--- config.mk ---
export PLATFORM = sky130hd
export DESIGN_NAME = i2c_master_transaction_sequencer
export DESIGN_NICKNAME = d
export VERILOG_FILES = /design/src/sv/i2cts_pkg.sv /design/src/sv/i2cts_core.sv /design/src/sv/i2c_master_transaction_sequencer.sv
export SDC_FILE = /design/constraint.sdc
export NUM_CORES = 1
export LEC_CHECK = 0
export BUFFER_PORTS_ARGS = -buffer_cell sky130_fd_sc_hd__buf_2
export CORE_UTILIZATION = 40
export CTS_CLUSTER_SIZE = 16
export DETAILED_ROUTE_END_ITERATION = 7
export GPL_TIMING_DRIVEN = 1
export SLEW_MARGIN = 30
export SYNTH_ARGS = -nofsm -noshare
export SYNTH_HDL_FRONTEND = slang
export SYNTH_SLANG_ARGS = --single-unit
--- constraint.sdc ---
create_clock -name clk -period 4.7 [get_ports clk]
set_input_delay 0.94 -clock clk [delete_from_list [all_inputs] [get_ports clk]]
set_output_delay 0.94 -clock clk [all_outputs]
set_load 0.005 [all_outputs]
--- src/sv/i2cts_pkg.sv ---
// ---------------------------------------------------------------------------
// I2C transaction sequencer package
// Beat types, bus command codes, request codes and status codes.
// ---------------------------------------------------------------------------
package i2cts_pkg;

  localparam int COUNT_MAX_DEF = 255;

  // request codes
  localparam logic [1:0] FUNC_BEGIN = 2'd0;
  localparam logic [1:0] FUNC_WRITE = 2'd1;
  localparam logic [1:0] FUNC_STEP  = 2'd2;

  // bus engine commands
  localparam logic [2:0] CMD_NONE   = 3'd0;
  localparam logic [2:0] CMD_START  = 3'd1;
  localparam logic [2:0] CMD_SEND   = 3'd2;
  localparam logic [2:0] CMD_RSTART = 3'd3;
  localparam logic [2:0] CMD_RECV   = 3'd4;
  localparam logic [2:0] CMD_ACK    = 3'd5;
  localparam logic [2:0] CMD_STOP   = 3'd6;

  // completion status
  localparam logic [3:0] ST_OK          = 4'd0;
  localparam logic [3:0] ST_NOTHING     = 4'd1;
  localparam logic [3:0] ST_COLL_START  = 4'd2;
  localparam logic [3:0] ST_COLL_ADDR   = 4'd3;
  localparam logic [3:0] ST_NACK_ADDR   = 4'd4;
  localparam logic [3:0] ST_COLL_DATA   = 4'd5;
  localparam logic [3:0] ST_NACK_DATA   = 4'd6;
  localparam logic [3:0] ST_COLL_RSTART = 4'd7;
  localparam logic [3:0] ST_COLL_RADDR  = 4'd8;
  localparam logic [3:0] ST_NACK_RADDR  = 4'd9;
  localparam logic [3:0] ST_COLL_RECV   = 4'd10;
  localparam logic [3:0] ST_COLL_ACK    = 4'd11;
  localparam logic [3:0] ST_COLL_STOP   = 4'd12;

  typedef struct packed {
    logic [1:0] func;
    logic [6:0] address;
    logic [7:0] write_count;
    logic [7:0] read_count;
    logic [7:0] write_byte;
    logic       collision;
    logic       nack;
    logic [7:0] rx_byte;
    logic       bus_started;
  } in_item_t;

  typedef struct packed {
    logic [2:0] command;
    logic [7:0] tx_byte;
    logic       ack_bit;
    logic       need_write;
    logic       read_valid;
    logic [7:0] read_byte;
    logic       done_res;
    logic [3:0] status;
    logic [7:0] read_total;
  } out_item_t;

endpackage

--- src/sv/i2cts_core.sv ---
// ---------------------------------------------------------------------------
// I2C transaction sequencer core
// Transaction state and the single-pass decision logic for one beat.
// ---------------------------------------------------------------------------
module i2cts_core
  import i2cts_pkg::*;
#(
  parameter int COUNT_MAX = COUNT_MAX_DEF
) (
  input  logic      clk,
  input  logic      rst,
  input  logic      fire,
  input  in_item_t  item,
  output out_item_t res
);

  typedef enum logic [3:0] {
    PH_IDLE, PH_START, PH_ADDR, PH_WANT, PH_DATA,
    PH_RSTART, PH_RADDR, PH_RECV, PH_ACK, PH_STOP
  } phase_t;

  phase_t     phase, phase_next;
  logic [6:0] target, target_next;
  logic [7:0] writes_left, writes_left_next;
  logic [7:0] reads_left, reads_left_next;
  logic       write_phase_used, write_phase_used_next;
  logic [7:0] reads_done, reads_done_next;

  logic       fail;
  logic [3:0] fail_code;
  logic [7:0] wl_dec, rl_dec, wl_clip, rl_clip;

  function automatic logic [7:0] clip(input logic [7:0] v);
    logic [7:0] c;
    c = v;
    if (32'(v) > COUNT_MAX) c = 8'(COUNT_MAX);
    return c;
  endfunction

  always_comb begin
    res                   = '0;
    phase_next            = phase;
    target_next           = target;
    writes_left_next      = writes_left;
    reads_left_next       = reads_left;
    write_phase_used_next = write_phase_used;
    reads_done_next       = reads_done;
    fail                  = 1'b0;
    fail_code             = ST_OK;
    wl_clip               = clip(item.write_count);
    rl_clip               = clip(item.read_count);
    wl_dec                = (writes_left != 8'd0) ? writes_left - 8'd1 : 8'd0;
    rl_dec                = (reads_left != 8'd0) ? reads_left - 8'd1 : 8'd0;

    case (item.func)
      FUNC_BEGIN: begin
        if (phase == PH_IDLE) begin
          target_next           = item.address;
          writes_left_next      = wl_clip;
          reads_left_next       = rl_clip;
          reads_done_next       = 8'd0;
          write_phase_used_next = (wl_clip != 8'd0);
          if (wl_clip == 8'd0 && rl_clip == 8'd0) begin
            res.done_res = 1'b1;
            res.status   = ST_NOTHING;
          end else begin
            res.command = CMD_START;
            phase_next  = PH_START;
          end
        end
      end
      FUNC_WRITE: begin
        if (phase == PH_WANT) begin
          res.command = CMD_SEND;
          res.tx_byte = item.write_byte;
          phase_next  = PH_DATA;
        end
      end
      FUNC_STEP: begin
        case (phase)
          PH_START: begin
            if (item.collision) begin
              fail = 1'b1; fail_code = ST_COLL_START;
            end else begin
              res.command = CMD_SEND;
              res.tx_byte = {target, ~write_phase_used};
              phase_next  = PH_ADDR;
            end
          end
          PH_ADDR: begin
            if (item.collision) begin
              fail = 1'b1; fail_code = ST_COLL_ADDR;
            end else if (item.nack) begin
              fail = 1'b1; fail_code = ST_NACK_ADDR;
            end else if (write_phase_used) begin
              res.need_write = 1'b1;
              phase_next     = PH_WANT;
            end else begin
              res.command = CMD_RECV;
              phase_next  = PH_RECV;
            end
          end
          PH_DATA: begin
            if (item.collision) begin
              fail = 1'b1; fail_code = ST_COLL_DATA;
            end else if (item.nack) begin
              fail = 1'b1; fail_code = ST_NACK_DATA;
            end else begin
              writes_left_next = wl_dec;
              if (wl_dec != 8'd0) begin
                res.need_write = 1'b1;
                phase_next     = PH_WANT;
              end else if (reads_left != 8'd0) begin
                res.command = CMD_RSTART;
                phase_next  = PH_RSTART;
              end else begin
                res.command = CMD_STOP;
                phase_next  = PH_STOP;
              end
            end
          end
          PH_RSTART: begin
            if (item.collision) begin
              fail = 1'b1; fail_code = ST_COLL_RSTART;
            end else begin
              res.command = CMD_SEND;
              res.tx_byte = {target, 1'b1};
              phase_next  = PH_RADDR;
            end
          end
          PH_RADDR: begin
            if (item.collision) begin
              fail = 1'b1; fail_code = ST_COLL_RADDR;
            end else if (item.nack) begin
              fail = 1'b1; fail_code = ST_NACK_RADDR;
            end else begin
              res.command = CMD_RECV;
              phase_next  = PH_RECV;
            end
          end
          PH_RECV: begin
            if (item.collision) begin
              fail = 1'b1; fail_code = ST_COLL_RECV;
            end else begin
              res.read_valid = 1'b1;
              res.read_byte  = item.rx_byte;
              if (reads_done != 8'hFF) reads_done_next = reads_done + 8'd1;
              res.command    = CMD_ACK;
              // NACK the final byte
              res.ack_bit    = (reads_left <= 8'd1);
              phase_next     = PH_ACK;
            end
          end
          PH_ACK: begin
            if (item.collision) begin
              fail = 1'b1; fail_code = ST_COLL_ACK;
            end else begin
              reads_left_next = rl_dec;
              if (rl_dec != 8'd0) begin
                res.command = CMD_RECV;
                phase_next  = PH_RECV;
              end else begin
                res.command = CMD_STOP;
                phase_next  = PH_STOP;
              end
            end
          end
          PH_STOP: begin
            if (item.collision) begin
              fail = 1'b1; fail_code = ST_COLL_STOP;
            end else begin
              res.done_res   = 1'b1;
              res.status     = ST_OK;
              res.read_total = reads_done;
              phase_next     = PH_IDLE;
            end
          end
          default: begin
          end
        endcase
      end
      default: begin
      end
    endcase

    // abort: release the bus if still held, drop back to idle
    if (fail) begin
      res.command    = item.bus_started ? CMD_STOP : CMD_NONE;
      res.done_res   = 1'b1;
      res.status     = fail_code;
      res.read_total = reads_done;
      phase_next     = PH_IDLE;
    end
  end

  always_ff @(posedge clk) begin
    if (rst) begin
      phase            <= PH_IDLE;
      target           <= '0;
      writes_left      <= '0;
      reads_left       <= '0;
      write_phase_used <= 1'b0;
      reads_done       <= '0;
    end else if (fire) begin
      phase            <= phase_next;
      target           <= target_next;
      writes_left      <= writes_left_next;
      reads_left       <= reads_left_next;
      write_phase_used <= write_phase_used_next;
      reads_done       <= reads_done_next;
    end
  end

endmodule

--- src/sv/i2c_master_transaction_sequencer.sv ---
// ---------------------------------------------------------------------------
// I2C master transaction sequencer
// Drives a byte-level I2C engine through one write and/or read transfer.
// ---------------------------------------------------------------------------
// Usage:
//   in_valid/in_stall/in_item carry request beats: begin a transfer, supply
//   the next write byte, or report a completed engine step. out_valid/
//   out_stall/out_item carry exactly one result beat per request beat, in
//   order: the next engine command, a write-byte request, a received byte,
//   and at the end a done flag with status and read total.
//   Path: a beat accepted into the input register passes through one pass
//   of decision logic into the result register.
//   Throughput: one beat per cycle while out_stall is low; the transaction
//   state updates within the single decision pass, so consecutive beats
//   never wait on each other.
//   Stall: while the result register is held by out_stall, the input
//   register holds its beat and in_stall rises once that register is full.
//   Reset: synchronous; clears both registers' valid flags and returns the
//   sequencer to idle with all counters at zero.
// ---------------------------------------------------------------------------
module i2c_master_transaction_sequencer
  import i2cts_pkg::*;
#(
  parameter int COUNT_MAX = COUNT_MAX_DEF
) (
  input  logic      clk,
  input  logic      rst,
  input  logic      in_valid,
  output logic      in_stall,
  input  in_item_t  in_item,
  output logic      out_valid,
  input  logic      out_stall,
  output out_item_t out_item
);

  logic      in_full;
  in_item_t  in_reg;
  logic      fire;
  out_item_t res;

  // process the held beat whenever the result register can take it
  assign fire     = in_full && (!out_valid || !out_stall);
  assign in_stall = in_full && !fire;

  i2cts_core #(
    .COUNT_MAX (COUNT_MAX)
  ) u_core (
    .clk  (clk),
    .rst  (rst),
    .fire (fire),
    .item (in_reg),
    .res  (res)
  );

  always_ff @(posedge clk) begin
    if (rst) begin
      in_full <= 1'b0;
    end else if (in_valid && !in_stall) begin
      in_full <= 1'b1;
    end else if (fire) begin
      in_full <= 1'b0;
    end
  end

  always_ff @(posedge clk) begin
    if (in_valid && !in_stall) begin
      in_reg <= in_item;
    end
  end

  always_ff @(posedge clk) begin
    if (rst) begin
      out_valid <= 1'b0;
    end else if (fire) begin
      out_valid <= 1'b1;
    end else if (!out_stall) begin
      out_valid <= 1'b0;
    end
  end

  always_ff @(posedge clk) begin
    if (fire) begin
      out_item <= res;
    end
  end

endmodule

==> results.py, run 1 <==
metrics = {
    "outcome": {
        "outcome": "complete, no violations",
    },
    "clock_tree": {
        "post_cts_buffers": 0,
        "numCtsBuffers": 17,
        "cts.sinks": 117,
        "insertion_delay_ns": 0.42,
        "clkTransAtPathRegs_ns": 0.05,
        "cts_hold_buf": 0,
        "clock_path_buffers": 2,
        "cts_tree": "built",
        "cts_resized": 0,
        "h-tree-depth": 4,
        "clockRootBuffer": "clkbuf_16",
    },
    "global_route": {
        "gr-total-overflow": 0,
        "grt_max_degree": 44,
        "antenna_found_initial": 0,
        "grt_pass1_vias": 3950,
        "grt_usage_pct": 17.8,
        "grt_pass1_wl_um": 19400,
    },
    "timing": {
        "fin_crit_sh_pct": 59.1,
        "fin_tns_setup_ns": 0,
        "hold_viol": 0,
        "tightest_slew_ns": 0.888,
        "slew_violations": 0,
        "holdWs_ns": 0.466,
        "fin_crit_ns": 2.78,
        "rsz0062_at_grt": "no",
        "fmax_mhz": 360,
        "setup_viol": 0,
        "relSlewSlack_pct": 40.8,
        "skew_ns": 0.00658,
    },
    "synth": {
        "ys_seq_area_share_pct": 57.2,
        "syn_inst": 499,
        "synth_nets": 557,
        "ys_ff_latch": 117,
        "syn-cell-area_um2": 5480,
        "async_flop_share_pct": 0,
        "yosysMostFrequentCell": "edfxtp_1",
        "yosys-top-cells-area": "edfxtp_1, dfxtp_1, nor2_1, nand2_1, a21oi_1",
        "synth_edf_count": 79,
        "ys_warn_count": 0,
        "ys_types": 65,
        "syn_avg_cell_area_um2": 11.0,
        "synth_top_cell_by_area": "edfxtp_1",
        "synth_flop_cell": "edfxtp_1",
        "synth_top_area_share_pct": 43.3,
        "synthTopCellsByCount": "edfxtp_1, nor2_1, dfxtp_1",
    },
    "layout": {
        "fillers": 1195,
        "instances_no_fill": 773,
        "insertedDiodeCount": 0,
        "largest_register_ffs": 44,
        "syn_to_final_growth_pct": 20.8,
        "drive_above_1_share_pct": 21.9,
        "final_util_pct": 49.7,
        "nets": 642,
    },
    "place": {
        "port_buffers": 84,
        "dpl.hpwl_um": 8350,
        "post-place-cells": 741,
        "gp_congestion": 0.916,
    },
    "route": {
        "routedWlPerCell_um": 15.3,
        "drtIter0Drc": 269,
        "via_count": 4093,
        "wl_um": 11800,
        "via_per_inst": 5.29,
        "drc": 0,
        "firstDrtPassIters": 5,
        "drtAntennaViolNets": 0,
    },
    "min_path": {
        "hold_path_depth": 2,
        "min_path_type": "flip-flop to flip-flop",
    },
    "run": {
        "max-cap-violations": 0,
    },
    "die": {
        "die_h_um": 119,
        "dieArea_um2": 14200,
        "fp.dieW_um": 119,
        "fp-row-count": 42,
        "ios": 85,
        "core_area_um2": 13300,
        "initial_core_util_pct": 41.2,
    },
    "worst_setup_path": {
        "ff2ff_path_depth": 8,
        "cp_cell_sequence": "inv_1 -> ha_1 -> or3b_1 -> o211a_1 -> a21o_1 -> or3_1 -> o41ai_1 -> a32o_1",
        "worst_ep_required_time_ns": 4.98,
        "cp_max_fo": 7,
        "cpMaxStageDelayCell": "o41ai_1",
        "startpoint_type": "flip-flop",
        "cp.arrival_ns": 3.06,
        "cp-end-kind": "flip-flop",
        "max_stage_delay_ns": 0.50,
        "crit_type": "flip-flop to flip-flop",
    },
    "power_and_ir_drop": {
        "p_comb_share_pct": 8.1,
        "p_seq_share_pct": 45.9,
        "leakage_uw": 0.00245,
        "sw_frac_of_total_pct": 22.8,
        "p_int_uw": 1980,
        "p_sw_uw": 583,
        "peakVddDrop_mv": 0.278,
        "p_clk_share_pct": 46.0,
        "powerDensity_nw_per_um2": 388,
    },
}
[metal layers]
layer | share of wire [%] | GRT usage, % | vias up
met5 | 0 | 0 | -
met4 | 2.1 | 8.15 | 0
met3 | 5.1 | 5.99 | 21
met2 | 49 | 28.6 | 112
met1 | 44 | 21.4 | 1930
li1 | - | - | 2030
[cell type report]
| type | instances | area (um2) | share of cell area, % |
|---|---|---|---|
| clock buffers | 23 | 468 | 7.08 |
| clock inverters | 9 | 80.1 | 1.21 |
| inverters | 16 | 60.1 | 0.908 |
| multi-input cells | 344 | 2200 | 33.3 |
| flip-flops and latches | 117 | 3130 | 47.4 |
| well taps | 176 | 220 | 3.33 |
| repair buffers | 88 | 450 | 6.81 |
[stage by stage]
step	area (um2)	total power, uW	setup WS [ns]
6_report	6610	2560	1.92
5_1_grt	6610	2660	1.72
4_1_cts	6610	2590	1.97
3_5_place_dp	6060	1400	1.81
3_3_place_gp	6060	1400	1.86
2_1_floorplan	5480	1330	1.12
[power by group through the flow]
stage               logic (uW)  registers (uW)  clock network (uW)
global placement           205            1200                   0
finish                     208            1180                1180
detailed placement         208            1200                   0
CTS                        209            1180                1210
floorplan                  141            1190                   0
global route               231            1180                1250
[path summary, 6_finish.rpt]
| path | start | end | slack (ns) |
|---|---|---|---|
| worst min-delay path | u_core.target[2]$_SDFFE_PP0P_ | u_core.target[2]$_SDFFE_PP0P_ | 0.47 |
| worst max-delay path | u_core.writes_left[0]$_SDFFE_PP0P_ | out_item[32]$_SDFFCE_PP0P_ | 1.92 |
| worst max register to register | u_core.writes_left[0]$_SDFFE_PP0P_ | out_item[32]$_SDFFCE_PP0P_ | 1.92 |
| worst min register to register | u_core.target[2]$_SDFFE_PP0P_ | u_core.target[2]$_SDFFE_PP0P_ | 0.47 |
[worst max-delay path, delay by kind of cell (launching register included)]
kind                     cells  cell delay [ns]
buffers and inverters        1             0.08
AND/OR/NAND/NOR              2             0.84
adder cells (fa/ha/maj)      1             0.28
AO/OA/AOI/OAI                4             1.10
flip-flops                   1             0.36
[layout by cell type, fill, tap and decap left out, types with 3 or more instances in the layout]
master       n
buf_2       84
edfxtp_1    79
nor2_1      57
dfxtp_1     38
nand2_1     34
a21oi_1     25
clkbuf_16   17
and2_1      16
nor3_1      15
a22oi_1     14
o21ai_0     14
nand2b_1    13
inv_1       13
nor2b_1     13
nand3_1     12
nor4_1      11
ha_1        10
mux2i_1      8
and3_1       8
xnor2_1      7
xor2_1       7
a31oi_1      6
nand4_1      6
nand3b_1     5
a211oi_1     4
a311oi_1     4
clkbuf_1     4
buf_4        4
a211oi_2     3
o2bb2ai_1    3
a32o_1       3
clkinv_1     3
o211ai_1     3
clkinvlp_4   3
clkinv_2     3
[cell families after synthesis]
kind of cell               Yosys count  share of synthesized area, %
AOI/OAI and AO/OA                  108                          14.7
xor gates and xnor gates            14                          2.24
adders and majority gates           10                          2.29
buffers and inverters               38                          2.81
DFF                                117                          57.2
muxes                                9                          1.74
and+or+nand+nor                    203                          19.0
(Power assumes the default switching activity.)
==> run 2, diff against run 1 <==
- ABC_AREA: not set -> 1
- clock period: 4.7 -> 2.8 ns (I/O delays scaled with it)
==> run 2 against run 1 <==
Global-route usage increased by 0.28 points. Cell area up 1.6%. Highest routed layer unchanged. Hold slack worse by 0.15 ns. Maximum frequency up 15%. Sequential share of layout area fell by 0.76 points. Clock skew is essentially flat. Cell count up 14%.
==> results.py, run 2 <==
metrics = {
    "outcome": {
        "outcome": "complete, no violations",
    },
    "synth": {
        "synthTopCellsByCount": "nand2_1, nor2_1, edfxtp_1",
        "ys_seq_area_share_pct": 57.1,
        "ys_ff_latch": 117,
        "synth_nets": 660,
        "syn_avg_cell_area_um2": 9.11,
        "syn-cell-area_um2": 5490,
        "async_flop_share_pct": 0,
        "ys_warn_count": 0,
        "synth_top_cell_by_area": "edfxtp_1",
        "yosys-top-cells-area": "edfxtp_1, dfxtp_1, nand2_1, nor2_1, inv_1",
        "synth_flop_cell": "edfxtp_1",
        "synth_edf_count": 79,
        "synth_top_area_share_pct": 43.2,
        "yosysMostFrequentCell": "nand2_1",
        "syn_inst": 602,
        "ys_types": 40,
    },
    "die": {
        "ios": 85,
        "fp.dieW_um": 119,
        "fp-row-count": 42,
        "die_h_um": 119,
        "dieArea_um2": 14200,
        "core_area_um2": 13300,
        "initial_core_util_pct": 41.3,
    },
    "timing": {
        "tightest_slew_ns": 0.699,
        "holdWs_ns": 0.313,
        "rsz0062_at_grt": "no",
        "slew_violations": 0,
        "fmax_mhz": 413,
        "relSlewSlack_pct": 53.3,
        "setup_viol": 0,
        "fin_crit_sh_pct": 86.5,
        "fin_tns_setup_ns": 0,
        "fin_crit_ns": 2.42,
        "hold_viol": 0,
        "skew_ns": 0.00644,
    },
    "route": {
        "wl_um": 11900,
        "drc": 0,
        "drtAntennaViolNets": 0,
        "via_count": 4324,
        "firstDrtPassIters": 4,
        "drtIter0Drc": 235,
        "routedWlPerCell_um": 13.4,
        "via_per_inst": 4.89,
    },
    "min_path": {
        "min_from": "in_item[30]",
        "min_path_type": "input pin to flip-flop",
        "hold_path_depth": 1,
        "holdPathEnd": "in_reg[30]$_DFFE_PP_",
    },
    "global_route": {
        "grt_max_degree": 29,
        "grt_usage_pct": 18.0,
        "antenna_found_initial": 0,
        "gr-total-overflow": 0,
        "grt_pass1_vias": 4078,
        "grt_pass1_wl_um": 19500,
    },
    "layout": {
        "syn_to_final_growth_pct": 22.5,
        "drive_above_1_share_pct": 23.3,
        "layout_commonest_cell": "nand2_1",
        "largest_register_ffs": 44,
        "fillers": 1268,
        "nets": 755,
        "most-common-layout-cells": "nand2_1, buf_2, nor2_1",
        "final_util_pct": 50.5,
        "instances_no_fill": 885,
        "insertedDiodeCount": 0,
    },
    "power_and_ir_drop": {
        "peakVddDrop_mv": 0.515,
        "p_seq_share_pct": 43.1,
        "p_int_uw": 3480,
        "p_clk_share_pct": 47.8,
        "leakage_uw": 0.00279,
        "p_sw_uw": 1080,
        "sw_frac_of_total_pct": 23.7,
        "p_comb_share_pct": 9.1,
        "powerDensity_nw_per_um2": 680,
        "finalPower_uw": 4570,
    },
    "worst_setup_path": {
        "reg2reg_slack_ns": 0.38,
        "cp-end-kind": "flip-flop",
        "worst_ep_required_time_ns": 3.07,
        "cp_max_fo": 11,
        "cp.arrival_ns": 2.69,
        "startpoint_type": "flip-flop",
        "rr_startpoint": "u_core.writes_left[0]$_SDFFE_PP0P_",
        "regToRegEndpoint": "out_item[32]$_SDFFCE_PP0P_",
        "ff2ff_path_depth": 12,
        "crit_type": "flip-flop to flip-flop",
    },
    "clock_tree": {
        "h-tree-depth": 4,
        "cts.sinks": 117,
        "cts_resized": 0,
        "cts_hold_buf": 0,
        "insertion_delay_ns": 0.42,
        "clock_path_buffers": 2,
        "post_cts_buffers": 0,
        "numCtsBuffers": 17,
        "clockRootBuffer": "clkbuf_16",
        "cts_tree": "built",
        "clkTransAtPathRegs_ns": 0.05,
    },
    "run": {
        "max-cap-violations": 0,
    },
    "place": {
        "dpl.hpwl_um": 8630,
        "gp_congestion": 0.896,
        "port_buffers": 84,
        "post-place-cells": 854,
    },
}
-- run 2: logic make-up (layout without fill, tap and decap cells) --
logic type	count (synthesis)	count (layout)	synth area share (%)
AO/OA/AOI/OAI	99	99	11.1
adder cells (fa/ha/maj)	10	10	2.28
buffers and inverters	98	205	6.89
flip-flops	117	117	57.1
AND/OR/NAND/NOR	276	276	22.3
XOR/XNOR	2	2	0.319
-- run 2: cell type report --
type	instances	area (um2)	share of cell area (%)
sequential	117	3130	46.6
multi-input combinational	387	1980	29.5
timing repair buffer	89	470	7.00
clock buffer	19	443	6.59
inverter	85	319	4.75
tap	176	220	3.28
clock inverter	12	155	2.31
-- run 2: power groups by stage --
stage               registers (uW)  logic, uW  clock network [uW]
floorplan                     2000        283                   0
global placement              2000        412                   0
detailed placement            2000        419                   0
CTS                           1970        422                2230
global route                  1980        477                2300
finish                        1970        418                2180
-- run 2: worst max path at each step --
stage,start,slack [ns],endpoint,cells after the start
floorplan,out_stall,0.32,u_core.reads_done[7]$_SDFFE_PP0P_,12
global route,u_core.writes_left[0]$_SDFFE_PP0P_,0.01,out_item[32]$_SDFFCE_PP0P_,12
CTS,u_core.writes_left[0]$_SDFFE_PP0P_,0.39,out_item[32]$_SDFFCE_PP0P_,12
global placement,u_core.writes_left[0]$_SDFFE_PP0P_,0.41,out_item[32]$_SDFFCE_PP0P_,12
detailed placement,u_core.writes_left[0]$_SDFFE_PP0P_,0.45,out_item[32]$_SDFFCE_PP0P_,12
finish,u_core.writes_left[0]$_SDFFE_PP0P_,0.38,out_item[32]$_SDFFCE_PP0P_,12
-- run 2: layer usage --
metal	vias to the layer above	routed length [um]	GRT usage [%]
met5	-	0	0
li1	2214	-	-
met4	0	203	7.75
met3	17	671	4.84
met1	1965	5390	22.2
met2	128	5610	29.7
-- run 2: critical path, stage by stage (launching register included) --
cell	delay, ns
dfxtp_1	0.33
inv_1	0.10
ha_1	0.19
nand2_1	0.08
nor2_1	0.16
nand3_1	0.32
nand3_1	0.20
nand2_1	0.07
nor2_1	0.27
nand3_1	0.14
o21ai_0	0.18
nand2_1	0.08
a21oi_1	0.14
-- run 2: through the flow --
stage	instance area, um2	setup WS, ns
detailed placement	6120	0.449
CTS	6720	0.386
finish	6720	0.377
floorplan	5490	0.317
global placement	6120	0.409
global route	6720	0.0135
==> run 3, diff against run 2 <==
--- a/config.mk
+++ b/config.mk
@@ -10,3 +10,2 @@
 export CORE_UTILIZATION = 40
-export CTS_CLUSTER_SIZE = 16
 export DETAILED_ROUTE_END_ITERATION = 7
==> constraint.sdc (replaced) <==
create_clock -name clk -period 2.5 [get_ports clk]
set_input_delay 0.5 -clock clk [delete_from_list [all_inputs] [get_ports clk]]
set_output_delay 0.5 -clock clk [all_outputs]
set_load 0.05 [all_outputs]
==> run 3 against run 2 <==
Wire length up 2.2%. Die area unchanged. Via count down 0.46%. Critical path depth down 3. Critical endpoint is now u_core.writes_left[2]$_SDFFE_PP0P_. Hold slack worse by 0.049 ns.
==> results.py, run 3 (same netlist as run 2, synthesis figures left out) <==
metrics = {
    "route": {
        "via_count": 4304,
        "wl_um": 12100,
        "routedWlPerCell_um": 13.6,
        "firstDrtPassIters": 5,
        "drc": 0,
        "drtIter0Drc": 233,
        "drtAntennaViolNets": 0,
        "via_per_inst": 4.84,
    },
    "power_and_ir_drop": {
        "powerDensity_nw_per_um2": 750,
        "leakage_uw": 0.00280,
        "peakVddDrop_mv": 0.528,
    },
    "timing": {
        "fin_crit_sh_pct": 87.7,
        "fmax_mhz": 456,
        "tightest_slew_ns": 0.608,
        "hold_viol": 0,
        "relSlewSlack_pct": 59.5,
        "fin_crit_ns": 2.19,
        "setup_viol": 0,
        "rsz0062_at_grt": "no",
        "fin_tns_setup_ns": 0,
        "skew_ns": 0.00826,
        "setup_slack_ns": 0.307,
        "slew_violations": 0,
    },
    "clock_tree": {
        "clockRootBuffer": "clkbuf_16",
        "cts_hold_buf": 0,
        "clock_path_buffers": 2,
        "cts.sinks": 117,
        "h-tree-depth": 4,
        "clkTransAtPathRegs_ns": 0.05,
        "cts_tree": "built",
        "numCtsBuffers": 17,
        "insertion_delay_ns": 0.41,
    },
    "layout": {
        "stdcell_area_um2": 6720,
        "drive_above_1_share_pct": 23.9,
        "syn_to_final_growth_pct": 22.5,
        "multi_input_area_um2": 2000,
        "regArea_um2": 3130,
        "layout_commonest_cell": "nand2_1",
        "nets": 759,
        "insertedDiodeCount": 0,
        "instances_no_fill": 890,
        "most-common-layout-cells": "nand2_1, buf_2, nor2_1, edfxtp_1, inv_1",
        "fillers": 1253,
        "largest_register_ffs": 44,
    },
    "global_route": {
        "gr-total-overflow": 0,
        "grt_pass1_vias": 4239,
        "antenna_found_initial": 0,
        "grt_usage_pct": 18.7,
        "grt_pass1_wl_um": 20400,
        "grt_max_degree": 34,
    },
    "place": {
        "post-place-cells": 858,
        "dpl_cell_area_um2": 6140,
        "pre_cts_slack_ns": 0.162,
        "dpl.hpwl_um": 8840,
        "port_buffers": 84,
        "gp_congestion": 0.886,
    },
    "die": {
        "core_area_um2": 13300,
        "fp.dieW_um": 119,
        "ios": 85,
        "dieArea_um2": 14200,
        "initial_core_util_pct": 41.3,
        "die_h_um": 119,
        "fp-row-count": 42,
    },
    "worst_setup_path": {
        "cp_max_fo": 16,
        "cp_cell_sequence": "inv_1 -> ha_1 -> inv_2 -> o21ai_1 -> nor2_4 -> inv_2 -> o31ai_4 -> o21ai_0 -> a31oi_1",
        "crit_path_frequent_cell": "inv_2",
        "cpMaxStageDelayCell": "o31ai_4",
        "worst_ep_required_time_ns": 2.83,
        "startpoint_type": "flip-flop",
        "max_stage_delay_ns": 0.51,
        "crit_type": "flip-flop to flip-flop",
        "path_buf_inv": 3,
        "cp-end-kind": "flip-flop",
        "crit_family": "compound AO/OA/AOI/OAI gates",
        "cp.arrival_ns": 2.53,
    },
    "min_path": {
        "min_path_type": "input pin to flip-flop",
    },
    "outcome": {
        "outcome": "complete, no violations",
    },
    "run": {
        "max-cap-violations": 0,
    },
}
-- run 3: cell type report --
| class | count | area share [%] |
|---|---|---|
| flip-flops and latches | 117 | 46.6 |
| multi-input cells | 387 | 29.8 |
| repair buffers | 93 | 7.26 |
| clock buffers | 20 | 6.65 |
| inverters | 85 | 4.75 |
| well taps | 176 | 3.28 |
| clock inverters | 12 | 1.68 |
-- run 3: timing repair --
item                                    in CTS  in global routing
endpoints found under the setup margin       0                  7
endpoints found under the hold margin        0                  0
setup buffers                                0                  0
resized for setup                            0                  5
-- run 3: per-stage QoR --
| stage | total power [uW] | hold slack (ns) | util [%] |
|---|---|---|---|
| 6_report | 5040 | 0.264 | 50.5 |
| 5_1_grt | 5250 | 0.237 | 50.5 |
| 4_1_cts | 5090 | 0.246 | 50.4 |
| 3_5_place_dp | 2800 | 0.473 | 46.2 |
| 3_3_place_gp | 2790 | 0.466 | 46.2 |
| 2_1_floorplan | 2640 | 0.455 | - |
-- run 3: path summary, 6_finish.rpt --
check             cells past startpoint                                  to                     startpoint  slack, ns
setup / recovery                      9  u_core.writes_left[2]$_SDFFE_PP0P_           in_reg[42]$_DFFE_PP_       0.31
hold / removal                        1                in_reg[12]$_DFFE_PP_                    in_item[12]       0.26
setup reg to reg                      9  u_core.writes_left[2]$_SDFFE_PP0P_           in_reg[42]$_DFFE_PP_       0.31
hold reg to reg                       2       u_core.target[5]$_SDFFE_PP0P_  u_core.target[5]$_SDFFE_PP0P_       0.48
-- run 3: metal layers --
layer / vias up / global-route usage (%) / share of wire, %
li1: 2217 / - / -
met1: 1966 / 23.8 / 46
met2: 109 / 30.1 / 47
met3: 12 / 5.70 / 5.2
met4: 0 / 6.33 / 1.4
met5: - / 0 / 0
-- run 3: report_power, final --
part           internal, uW  total [uW]  switching (uW)
combinational           164         566             402
clock                  1470        2270             798
sequential             2160        2200            43.0
